`config.mk`:
```
export PLATFORM = sky130hd
export DESIGN_NAME = command_record_packetizer_core
export DESIGN_NICKNAME = d
export VERILOG_FILES = /design/src/design/crp_pkg.sv /design/src/design/crp_ram.sv /design/src/design/crp_ctrl.sv /design/src/design/crp_datapath.sv /design/src/design/command_record_packetizer_core.sv
export SDC_FILE = /design/constraint.sdc
export NUM_CORES = 1
export LEC_CHECK = 0
export BUFFER_PORTS_ARGS = -buffer_cell sky130_fd_sc_hd__buf_2
export CORE_AREA = 8 8 196 217
export DETAILED_ROUTE_END_ITERATION = 6
export DIE_AREA = 0 0 204 225
export GPL_TIMING_DRIVEN = 0
export PLACE_DENSITY = 0.83
export SLEW_MARGIN = 20
export SYNTH_ARGS = -nofsm -noshare
export SYNTH_HDL_FRONTEND = slang
export SYNTH_SLANG_ARGS = --single-unit
```
`constraint.sdc`:
```
create_clock -name clk_i -period 5.6 [get_ports clk_i]
set_clock_uncertainty 0.15 [all_clocks]
set_input_delay 0.56 -clock clk_i [delete_from_list [all_inputs] [get_ports clk_i]]
set_output_delay 0.56 -clock clk_i [all_outputs]
set_load 0.02 [all_outputs]
```
`src/design/crp_pkg.sv`:
```
// package of the command record packetizer: sizes, byte codes, types
// used by the controller, datapath, top level and checker of the packetizer core
package crp_pkg;

  localparam int PacketBytes = 64;
  localparam int HeaderBytes = 4;
  localparam int PadCap      = 64;

  localparam logic [7:0] SyncByte0    = 8'hFD;
  localparam logic [7:0] SyncByte1    = 8'hB2;
  localparam logic [7:0] ZeroByte     = 8'h00;
  localparam logic [7:0] PadByte      = 8'hFF;
  localparam logic [7:0] TagReadWait  = 8'h80;
  localparam logic [7:0] TagWriteWait = 8'hC0;

  typedef enum logic [1:0] {
    OpBlockWrite = 2'd0,
    OpReadWait   = 2'd1,
    OpWriteWait  = 2'd2,
    OpFlush      = 2'd3
  } op_e;

  typedef enum logic [1:0] {
    StIdle,
    StFlush,
    StSend,
    StWrite
  } state_e;

  typedef enum logic [2:0] {
    KindSync0,
    KindSync1,
    KindZero,
    KindStore,
    KindPad
  } kind_e;

  typedef struct packed {
    logic load_rec;
    logic emit_issue;
    logic fill_reset;
    logic write_byte;
  } crp_cmd_t;

  typedef struct packed {
    logic is_flush;
    logic overflow;
    logic pending;
    logic out_free;
    logic emit_last;
    logic write_last;
  } crp_stat_t;

endpackage

```
`src/design/crp_ram.sv`:
```
// generic single-write, single-read ram with registered read data
// no dependencies
module crp_ram #(
  parameter int WIDTH = 8,
  parameter int DEPTH = 64
) (
  input  logic                     clk_i,
  input  logic                     we_i,
  input  logic [$clog2(DEPTH)-1:0] waddr_i,
  input  logic [WIDTH-1:0]         wdata_i,
  input  logic                     re_i,
  input  logic [$clog2(DEPTH)-1:0] raddr_i,
  output logic [WIDTH-1:0]         rdata_o
);

  logic [WIDTH-1:0] mem_q [DEPTH];
  logic [WIDTH-1:0] rdata_q;

  always_ff @(posedge clk_i) begin
    if (we_i) begin
      mem_q[waddr_i] <= wdata_i;
    end
    if (re_i) begin
      rdata_q <= mem_q[raddr_i];
    end
  end

  assign rdata_o = rdata_q;

endmodule

```
`src/design/crp_ctrl.sv`:
```
// controller of the packetizer: idle, flush, send and record write sequencing
// depends on crp_pkg
module crp_ctrl import crp_pkg::*; (
  input  logic      clk_i,
  input  logic      rst_ni,
  input  logic      in_valid_i,
  output logic      in_stall_o,
  input  crp_stat_t stat_i,
  output crp_cmd_t  cmd_o
);

  state_e state_q, state_d;

  always_ff @(posedge clk_i or negedge rst_ni) begin
    if (!rst_ni) begin
      state_q <= StIdle;
    end else begin
      state_q <= state_d;
    end
  end

  always_comb begin
    state_d    = state_q;
    cmd_o      = '0;
    in_stall_o = 1'b1;
    unique case (state_q)
      StIdle: begin
        in_stall_o = 1'b0;
        if (in_valid_i) begin
          cmd_o.load_rec = 1'b1;
          if (stat_i.is_flush) begin
            if (stat_i.pending) begin
              state_d = StFlush;
            end
          end else if (stat_i.overflow && stat_i.pending) begin
            state_d = StSend;
          end else begin
            state_d = StWrite;
          end
        end
      end
      StFlush, StSend: begin
        cmd_o.emit_issue = stat_i.out_free;
        if (stat_i.out_free && stat_i.emit_last) begin
          cmd_o.fill_reset = 1'b1;
          state_d = (state_q == StSend) ? StWrite : StIdle;
        end
      end
      StWrite: begin
        cmd_o.write_byte = 1'b1;
        if (stat_i.write_last) begin
          state_d = StIdle;
        end
      end
      default: begin
        state_d = StIdle;
      end
    endcase
  end

endmodule

```
`src/design/crp_datapath.sv`:
```
// datapath of the packetizer: record build, fill count, packet store, output stage
// depends on crp_pkg and crp_ram
module crp_datapath import crp_pkg::*; #(
  parameter int PACKET_BYTES = PacketBytes
) (
  input  logic       clk_i,
  input  logic       rst_ni,
  input  logic [1:0] op_i,
  input  logic [1:0] port_i,
  input  logic [2:0] count_i,
  input  logic [7:0] data0_i,
  input  logic [7:0] data1_i,
  input  logic [7:0] data2_i,
  input  logic [7:0] data3_i,
  input  logic [7:0] wait_value_i,
  output logic       out_valid_o,
  input  logic       out_stall_i,
  output logic [7:0] out_byte_o,
  output logic       last_o,
  input  crp_cmd_t   cmd_i,
  output crp_stat_t  stat_o
);

  localparam int AW = $clog2(PACKET_BYTES);
  localparam int FW = $clog2(PACKET_BYTES + 1);
  localparam int CW = $clog2(PACKET_BYTES + 3);

  logic [FW-1:0] fill_q, fill_d;
  logic [CW-1:0] idx_q, idx_d;
  logic [2:0]    wr_idx_q, wr_idx_d;
  logic [2:0]    len_q;
  logic [7:0]    rec_q [5];
  logic          valid_q, valid_d;
  kind_e         kind_q, kind_d;
  logic          last_q;

  logic [2:0]    cnt;
  logic [2:0]    cnt_m1;
  logic [2:0]    len_in;
  logic [7:0]    tag_in;
  logic [1:0]    pads;
  logic [CW-1:0] total;
  logic          emit_last;
  logic          rd_en;
  logic [7:0]    rd_data;

  // record build from the input fields
  always_comb begin
    if (count_i == 3'd0) begin
      cnt = 3'd1;
    end else if (count_i > 3'd4) begin
      cnt = 3'd4;
    end else begin
      cnt = count_i;
    end
    cnt_m1 = cnt - 3'd1;
    if (op_i == OpBlockWrite) begin
      tag_in = {2'b00, cnt_m1[1:0], 2'b00, port_i};
      len_in = cnt + 3'd1;
    end else begin
      tag_in = ((op_i == OpReadWait) ? TagReadWait : TagWriteWait) | {6'd0, port_i};
      len_in = 3'd2;
    end
  end

  // packet length with pad bytes
  always_comb begin
    if (int'(fill_q) >= PadCap) begin
      pads = 2'd0;
    end else if (int'(fill_q) == PadCap - 1) begin
      pads = 2'd1;
    end else begin
      pads = 2'd2;
    end
    total     = CW'(fill_q) + CW'(pads);
    emit_last = (idx_q == total - CW'(1));
  end

  always_comb begin
    if (idx_q < CW'(HeaderBytes)) begin
      unique case (idx_q[1:0])
        2'd0:    kind_d = KindSync0;
        2'd1:    kind_d = KindSync1;
        default: kind_d = KindZero;
      endcase
    end else if (idx_q < CW'(fill_q)) begin
      kind_d = KindStore;
    end else begin
      kind_d = KindPad;
    end
  end

  assign rd_en = cmd_i.emit_issue && (kind_d == KindStore);

  always_comb begin
    fill_d = fill_q;
    if (cmd_i.fill_reset) begin
      fill_d = FW'(HeaderBytes);
    end else if (cmd_i.write_byte) begin
      fill_d = fill_q + FW'(1);
    end

    idx_d = idx_q;
    if (cmd_i.load_rec) begin
      idx_d = '0;
    end else if (cmd_i.emit_issue) begin
      idx_d = idx_q + CW'(1);
    end

    wr_idx_d = wr_idx_q;
    if (cmd_i.load_rec) begin
      wr_idx_d = 3'd0;
    end else if (cmd_i.write_byte) begin
      wr_idx_d = wr_idx_q + 3'd1;
    end

    valid_d = valid_q;
    if (cmd_i.emit_issue) begin
      valid_d = 1'b1;
    end else if (!out_stall_i) begin
      valid_d = 1'b0;
    end
  end

  always_ff @(posedge clk_i or negedge rst_ni) begin
    if (!rst_ni) begin
      fill_q   <= FW'(HeaderBytes);
      idx_q    <= '0;
      wr_idx_q <= 3'd0;
      valid_q  <= 1'b0;
    end else begin
      fill_q   <= fill_d;
      idx_q    <= idx_d;
      wr_idx_q <= wr_idx_d;
      valid_q  <= valid_d;
    end
  end

  always_ff @(posedge clk_i) begin
    if (cmd_i.load_rec) begin
      len_q    <= len_in;
      rec_q[0] <= tag_in;
      if (op_i == OpBlockWrite) begin
        rec_q[1] <= data0_i;
      end else begin
        rec_q[1] <= wait_value_i;
      end
      rec_q[2] <= data1_i;
      rec_q[3] <= data2_i;
      rec_q[4] <= data3_i;
    end
    if (cmd_i.emit_issue) begin
      kind_q <= kind_d;
      last_q <= emit_last;
    end
  end

  crp_ram #(
    .WIDTH (8),
    .DEPTH (PACKET_BYTES)
  ) u_store (
    .clk_i   (clk_i),
    .we_i    (cmd_i.write_byte),
    .waddr_i (fill_q[AW-1:0]),
    .wdata_i (rec_q[wr_idx_q]),
    .re_i    (rd_en),
    .raddr_i (idx_q[AW-1:0]),
    .rdata_o (rd_data)
  );

  always_comb begin
    unique case (kind_q)
      KindSync0: out_byte_o = SyncByte0;
      KindSync1: out_byte_o = SyncByte1;
      KindZero:  out_byte_o = ZeroByte;
      KindStore: out_byte_o = rd_data;
      KindPad:   out_byte_o = PadByte;
      default:   out_byte_o = ZeroByte;
    endcase
  end

  assign out_valid_o = valid_q;
  assign last_o      = last_q;

  assign stat_o.is_flush   = (op_i == OpFlush);
  assign stat_o.overflow   = ({1'b0, fill_q} + (FW + 1)'(len_in)) > (FW + 1)'(PACKET_BYTES);
  assign stat_o.pending    = fill_q > FW'(HeaderBytes);
  assign stat_o.out_free   = !valid_q || !out_stall_i;
  assign stat_o.emit_last  = emit_last;
  assign stat_o.write_last = (wr_idx_q == len_q - 3'd1);

endmodule

```
`src/design/command_record_packetizer_core.sv`:
```
// top level of the command record packetizer: controller plus datapath
// depends on crp_pkg, crp_ctrl, crp_datapath
//
//   channel | direction | handshake            | beat
//   in      | input     | in_valid_i/in_stall_o | op, port, count, data0..3, wait_value
//   out     | output    | out_valid_o/out_stall_i | out_byte, last
//
// a record is accepted, then its bytes (2 to 5) are written into the store
// a send streams one byte per cycle while out is not stalled, header, records, pads
// a record that overflows the packet waits for its send to be issued before its write
// the store ram has one write port, so record bytes go in one per cycle
// rst_ni clears the fill count to the header size and empties the output stage
// a stalled output beat holds; the block takes a new item while a final beat waits
module command_record_packetizer_core import crp_pkg::*; #(
  parameter int PACKET_BYTES = PacketBytes
) (
  input  logic       clk_i,
  input  logic       rst_ni,
  input  logic       in_valid_i,
  output logic       in_stall_o,
  input  logic [1:0] op_i,
  input  logic [1:0] port_i,
  input  logic [2:0] count_i,
  input  logic [7:0] data0_i,
  input  logic [7:0] data1_i,
  input  logic [7:0] data2_i,
  input  logic [7:0] data3_i,
  input  logic [7:0] wait_value_i,
  output logic       out_valid_o,
  input  logic       out_stall_i,
  output logic [7:0] out_byte_o,
  output logic       last_o
);

  crp_cmd_t  cmd;
  crp_stat_t stat;

  crp_ctrl u_ctrl (
    .clk_i      (clk_i),
    .rst_ni     (rst_ni),
    .in_valid_i (in_valid_i),
    .in_stall_o (in_stall_o),
    .stat_i     (stat),
    .cmd_o      (cmd)
  );

  crp_datapath #(
    .PACKET_BYTES (PACKET_BYTES)
  ) u_datapath (
    .clk_i        (clk_i),
    .rst_ni       (rst_ni),
    .op_i         (op_i),
    .port_i       (port_i),
    .count_i      (count_i),
    .data0_i      (data0_i),
    .data1_i      (data1_i),
    .data2_i      (data2_i),
    .data3_i      (data3_i),
    .wait_value_i (wait_value_i),
    .out_valid_o  (out_valid_o),
    .out_stall_i  (out_stall_i),
    .out_byte_o   (out_byte_o),
    .last_o       (last_o),
    .cmd_i        (cmd),
    .stat_o       (stat)
  );

endmodule

```
==> impl_results.html <==
<table>
<tr><th>Metric</th><th>Value</th></tr>
<tr><th colspan="2">Setup path</th></tr>
<tr><td>Largest fanout of any net on the critical path</td><td>10</td></tr>
<tr><td>Worst EP arrival</td><td>4.31 ns</td></tr>
<tr><td>Type of element capturing the critical path</td><td>register</td></tr>
<tr><td>Classification of the worst setup path</td><td>reg2reg</td></tr>
<tr><td>Type of origin of the critical path</td><td>register</td></tr>
<tr><td>Data required, critical path</td><td>5.79 ns</td></tr>
<tr><th colspan="2">Layout</th></tr>
<tr><td>Area growth from synthesis to final layout</td><td>12.45%</td></tr>
<tr><td>Total of fill cells in the finished design</td><td>2274</td></tr>
<tr><td>Number of nets in the final layout</td><td>1404</td></tr>
<tr><td>Share of layout cells above drive strength 1</td><td>25.31%</td></tr>
<tr><td>Antenna cells</td><td>0</td></tr>
<tr><td>Total non-filler cell area in the finished layout</td><td>26760 um^2</td></tr>
<tr><th colspan="2">Clocking</th></tr>
<tr><td>Clock latency reported for the late side of the worst-skew pair</td><td>0.61 ns</td></tr>
<tr><td>Bufs on Longest Clock Path</td><td>3</td></tr>
<tr><td>CTS H-Tree Depth</td><td>2</td></tr>
<tr><td>Root buffer cell</td><td>clkbuf_16</td></tr>
<tr><td>CTS tree</td><td>yes</td></tr>
<tr><td># Post-CTS Setup Buffers</td><td>0</td></tr>
<tr><td>CTS buffer count</td><td>55</td></tr>
<tr><td>Clock transition at path regs</td><td>0.06 ns</td></tr>
<tr><td>Clock net sink count</td><td>585</td></tr>
<tr><th colspan="2">Routing</th></tr>
<tr><td>Detailed-route vias per instance</td><td>6.645</td></tr>
<tr><td>Number of remaining DRC errors</td><td>0</td></tr>
<tr><td>Per-cell routed wire length</td><td>30.88 um</td></tr>
<tr><td>DR vias</td><td>12347</td></tr>
<tr><td>First-pass iteration count of the detailed router</td><td>6</td></tr>
<tr><td>Count of antenna-violating nets left after detailed routing</td><td>0</td></tr>
<tr><td>Overall routed net length</td><td>57380 um</td></tr>
<tr><td>Number of DRC violations after detailed-routing iteration 0</td><td>1441</td></tr>
<tr><th colspan="2">Floorplanning</th></tr>
<tr><td>IO Pins</td><td>62</td></tr>
<tr><td>Row count</td><td>76</td></tr>
<tr><td>Height of the die</td><td>225 um</td></tr>
<tr><td>Area of the die</td><td>45900 um^2</td></tr>
<tr><td>Chip width</td><td>204 um</td></tr>
<tr><td>Initial Utilization</td><td>61.34%</td></tr>
<tr><td>Area of the core</td><td>38800 um^2</td></tr>
<tr><th colspan="2">Yosys</th></tr>
<tr><td>Cell types occupying the most area after synthesis</td><td>edfxtp_1 (71%), mux4_2 (16%), dfrtp_1 (2.0%), ha_1 (1.9%), nor2_1 (1.5%)</td></tr>
<tr><td>Net count of the mapped netlist</td><td>1254</td></tr>
<tr><td>Instance count of the mapped netlist</td><td>1164</td></tr>
<tr><td>Biggest area consumer among synthesized cells</td><td>edfxtp_1</td></tr>
<tr><td>Post-synthesis sequential area ratio</td><td>73.40%</td></tr>
<tr><td>Syn Std Cell Area</td><td>23800 um^2</td></tr>
<tr><td>Count of distinct cell types in the synthesized netlist</td><td>49</td></tr>
<tr><td>Number of flops mapped to enable cells by yosys</td><td>565</td></tr>
<tr><td>Top flip-flop cell by instance count after synthesis</td><td>edfxtp_1</td></tr>
<tr><td>Share of async-settable or async-resettable flops after synthesis</td><td>3.419%</td></tr>
<tr><td>Number of storage elements in the synthesis netlist</td><td>585</td></tr>
<tr><td>Most used standard cell by instance count after synthesis</td><td>edfxtp_1</td></tr>
<tr><td>Most used standard cells in the synthesized netlist</td><td>edfxtp_1 (565), mux4_2 (166), nor2_1 (95)</td></tr>
<tr><td>Post-synthesis area per instance</td><td>20.45 um^2</td></tr>
<tr><td>Portion of synthesized cell area occupied by the leading cell type</td><td>71.29%</td></tr>
<tr><td>YS warnings</td><td>0</td></tr>
<tr><th colspan="2">Power and ir drop</th></tr>
<tr><td>Power density over the cells</td><td>539.5 nW/um^2</td></tr>
<tr><td>Comb pwr share</td><td>33.8%</td></tr>
<tr><td>Total net switching power</td><td>4798 uW</td></tr>
<tr><td>Share of total power in sequential cells</td><td>42.5%</td></tr>
<tr><td>Int Pwr</td><td>9640 uW</td></tr>
<tr><td>Switching share of power</td><td>33.23%</td></tr>
<tr><td>Leakage</td><td>0.008706 uW</td></tr>
<tr><td>Clock Power Share</td><td>23.7%</td></tr>
<tr><td>Maximum resistive drop on vdd</td><td>0.7485 mV</td></tr>
<tr><td>PnR Total Power</td><td>14440 uW</td></tr>
<tr><th colspan="2">STA</th></tr>
<tr><td>Slew at the pin closest to its max-slew limit</td><td>1.135 ns</td></tr>
<tr><td>Hold Violations, Final</td><td>0</td></tr>
<tr><td>Shortest period the worst path allows</td><td>4.121 ns</td></tr>
<tr><td>Max-Slew Margin vs Limit</td><td>24.32%</td></tr>
<tr><td>Unrepaired setup endpoints after global routing</td><td>false</td></tr>
<tr><td>Fmax</td><td>0.2426 GHz</td></tr>
<tr><td>Period Utilization, post-route</td><td>73.60%</td></tr>
<tr><td>Number of slew-limit violations in the final report</td><td>0</td></tr>
<tr><td>Setup-violating endpoint count in the final report</td><td>0</td></tr>
<tr><th colspan="2">Global route</th></tr>
<tr><td>Global router's overall resource usage</td><td>25.41%</td></tr>
<tr><td>Wire length of the first global-routing pass</td><td>84680 um</td></tr>
<tr><td>Initial antenna violation count</td><td>0</td></tr>
<tr><td>Via count of the first global-routing pass</td><td>13019</td></tr>
<tr><td>Pin count of the biggest net entering global routing</td><td>65</td></tr>
<tr><td>Grt total ovfl</td><td>0</td></tr>
<tr><th colspan="2">Place</th></tr>
<tr><td>Port bufs</td><td>61</td></tr>
<tr><td>Placed cell areas</td><td>24870 um^2</td></tr>
<tr><td>HPWL after detailed placement</td><td>34800 um</td></tr>
<tr><td>Routability congestion estimate</td><td>0.8653</td></tr>
<tr><th colspan="2">Job</th></tr>
<tr><td>Count of max-cap constraint violations</td><td>0</td></tr>
<tr><th colspan="2">Min path</th></tr>
<tr><td>Type of the most critical hold path</td><td>in2reg</td></tr>
<tr><th colspan="2">Outcome</th></tr>
<tr><td>Status</td><td>completed</td></tr>
</table>
==> cell families (layout without fill, tap and decap cells) <==
| logic type | Yosys count | count (layout) | share of synthesized area, % |
|---|---|---|---|
| AOI/OAI and AO/OA | 66 | 66 | 1.882 |
| xor gates and xnor gates | 31 | 31 | 1.199 |
| adders and majority gates | 39 | 39 | 2.113 |
| buffers and inverters | 80 | 267 | 1.472 |
| DFF | 585 | 585 | 73.40 |
| muxes | 187 | 187 | 16.68 |
| and+or+nand+nor | 176 | 176 | 3.260 |
==> sequential cells by signal, indices dropped and copies added, names as in the netlist <==
signal,count
u_datapath.fill_q,7
u_datapath.kind_q,3
u_datapath.rec_q,38
u_datapath.u_store.mem_q,512
u_datapath.last_o,1
u_datapath.idx_q,7
u_datapath.wr_idx_q,3
u_datapath.len_q,3
u_ctrl.state_q,2
u_datapath.out_valid_o,1
u_datapath.u_store.rdata_o,8
==> area by class of cell <==
type                            instances  area, um^2  share of cell area, %
Clock inverter                         20       128.9                 0.4816
Inverter                               25       93.84                 0.3506
Sequential cell                       585       17470                  65.27
Timing Repair Buffer                   93       683.2                  2.553
Clock buffer                           74        1469                  5.489
Buffer                                 55       257.7                 0.9631
Multi-Input combinational cell        499        6027                  22.52
Tap cell                              507       634.4                  2.370
==> final timing paths <==
kind                                              from                             to  slack, ns  depth (start not counted)
worst min register to register  u_datapath.out_valid_o         u_datapath.out_valid_o       0.40                          1
worst max register to register     u_datapath.idx_q[1]  u_datapath.u_store.rdata_o[7]       1.48                          7
min in group asynchronous                       rst_ni         u_datapath.out_valid_o       0.30                          2
worst max-delay path               u_datapath.idx_q[1]  u_datapath.u_store.rdata_o[7]       1.48                          7
worst min-delay path                       out_stall_i         u_datapath.out_valid_o       0.05                          2
max in group asynchronous                       rst_ni           u_datapath.fill_q[2]       4.65                          2
==> worst max-delay path: stages, from the launching register on <==
cell      delay, ns
dfrtp_1        0.39
clkbuf_1       0.51
clkbuf_1       0.44
clkbuf_1       0.80
mux4_2         0.46
mux4_2         0.57
a22oi_1        0.40
nand2_1        0.12
==> per-stage QoR <==
stage | utilization, % | setup WS [ns] | TNS, ns | cells | hold WS (ns)
global route | 68.98 | 1.389 | 0 | 1858 | 0.06079
finish | 68.98 | 1.479 | 0 | 1858 | 0.05077
global placement | 63.76 | -1.680 | -202.92 | 1732 | 0.3577
floorplan | - | 1.215 | 0 | 1164 | 0.1144
CTS | 68.92 | 1.606 | 0 | 1858 | 0.03833
detailed placement | 64.10 | 1.715 | 0 | 1737 | 0.3902
==> cell usage in the layout, fill, tap and decap left out, types with 4 or more instances in the layout <==
cell and count:
edfxtp_1 565, mux4_2 166, nor2_1 95, buf_2 74
clkbuf_16 56, clkbuf_1 43, ha_1 37, nand2_1 32
dlygate4sd3_1 27, inv_1 25, xnor2_1 19, dfrtp_1 19
a22oi_1 18, nand3_1 14, xor2_1 11, mux2_2 11
a21oi_1 10, buf_1 10, o21ai_0 9, clkinv_1 9
a21o_1 8, clkinv_2 8, nor2b_1 7, and2_1 6
mux2_4 5, mux2i_1 5, nand4_1 4, buf_12 4
==> power by group through the flow <==
| stage | registers (uW) | clock network [uW] | logic (uW) |
|---|---|---|---|
| floorplan | 6220 | 0 | 3010 |
| global placement | 6310 | 0 | 4350 |
| detailed placement | 6240 | 0 | 4710 |
| CTS | 6150 | 3440 | 4820 |
| global route | 6160 | 3590 | 5150 |
| finish | 6140 | 3420 | 4880 |
==> what timing repair did <==
item,CTS,global route
endpoints found under the hold margin,45,0
resized for setup,0,0
hold buffers,27,0
==> metal layers <==
| layer | global-route usage (%) | routed length [um] |
|---|---|---|
| met3 | 6.024 | 5709 |
| met4 | 12.13 | 2759 |
| met1 | 30.36 | 19800 |
| met5 | 0 | 0 |
| met2 | 43.35 | 29110 |
No activity file was read; power rests on OpenSTA's default activity.
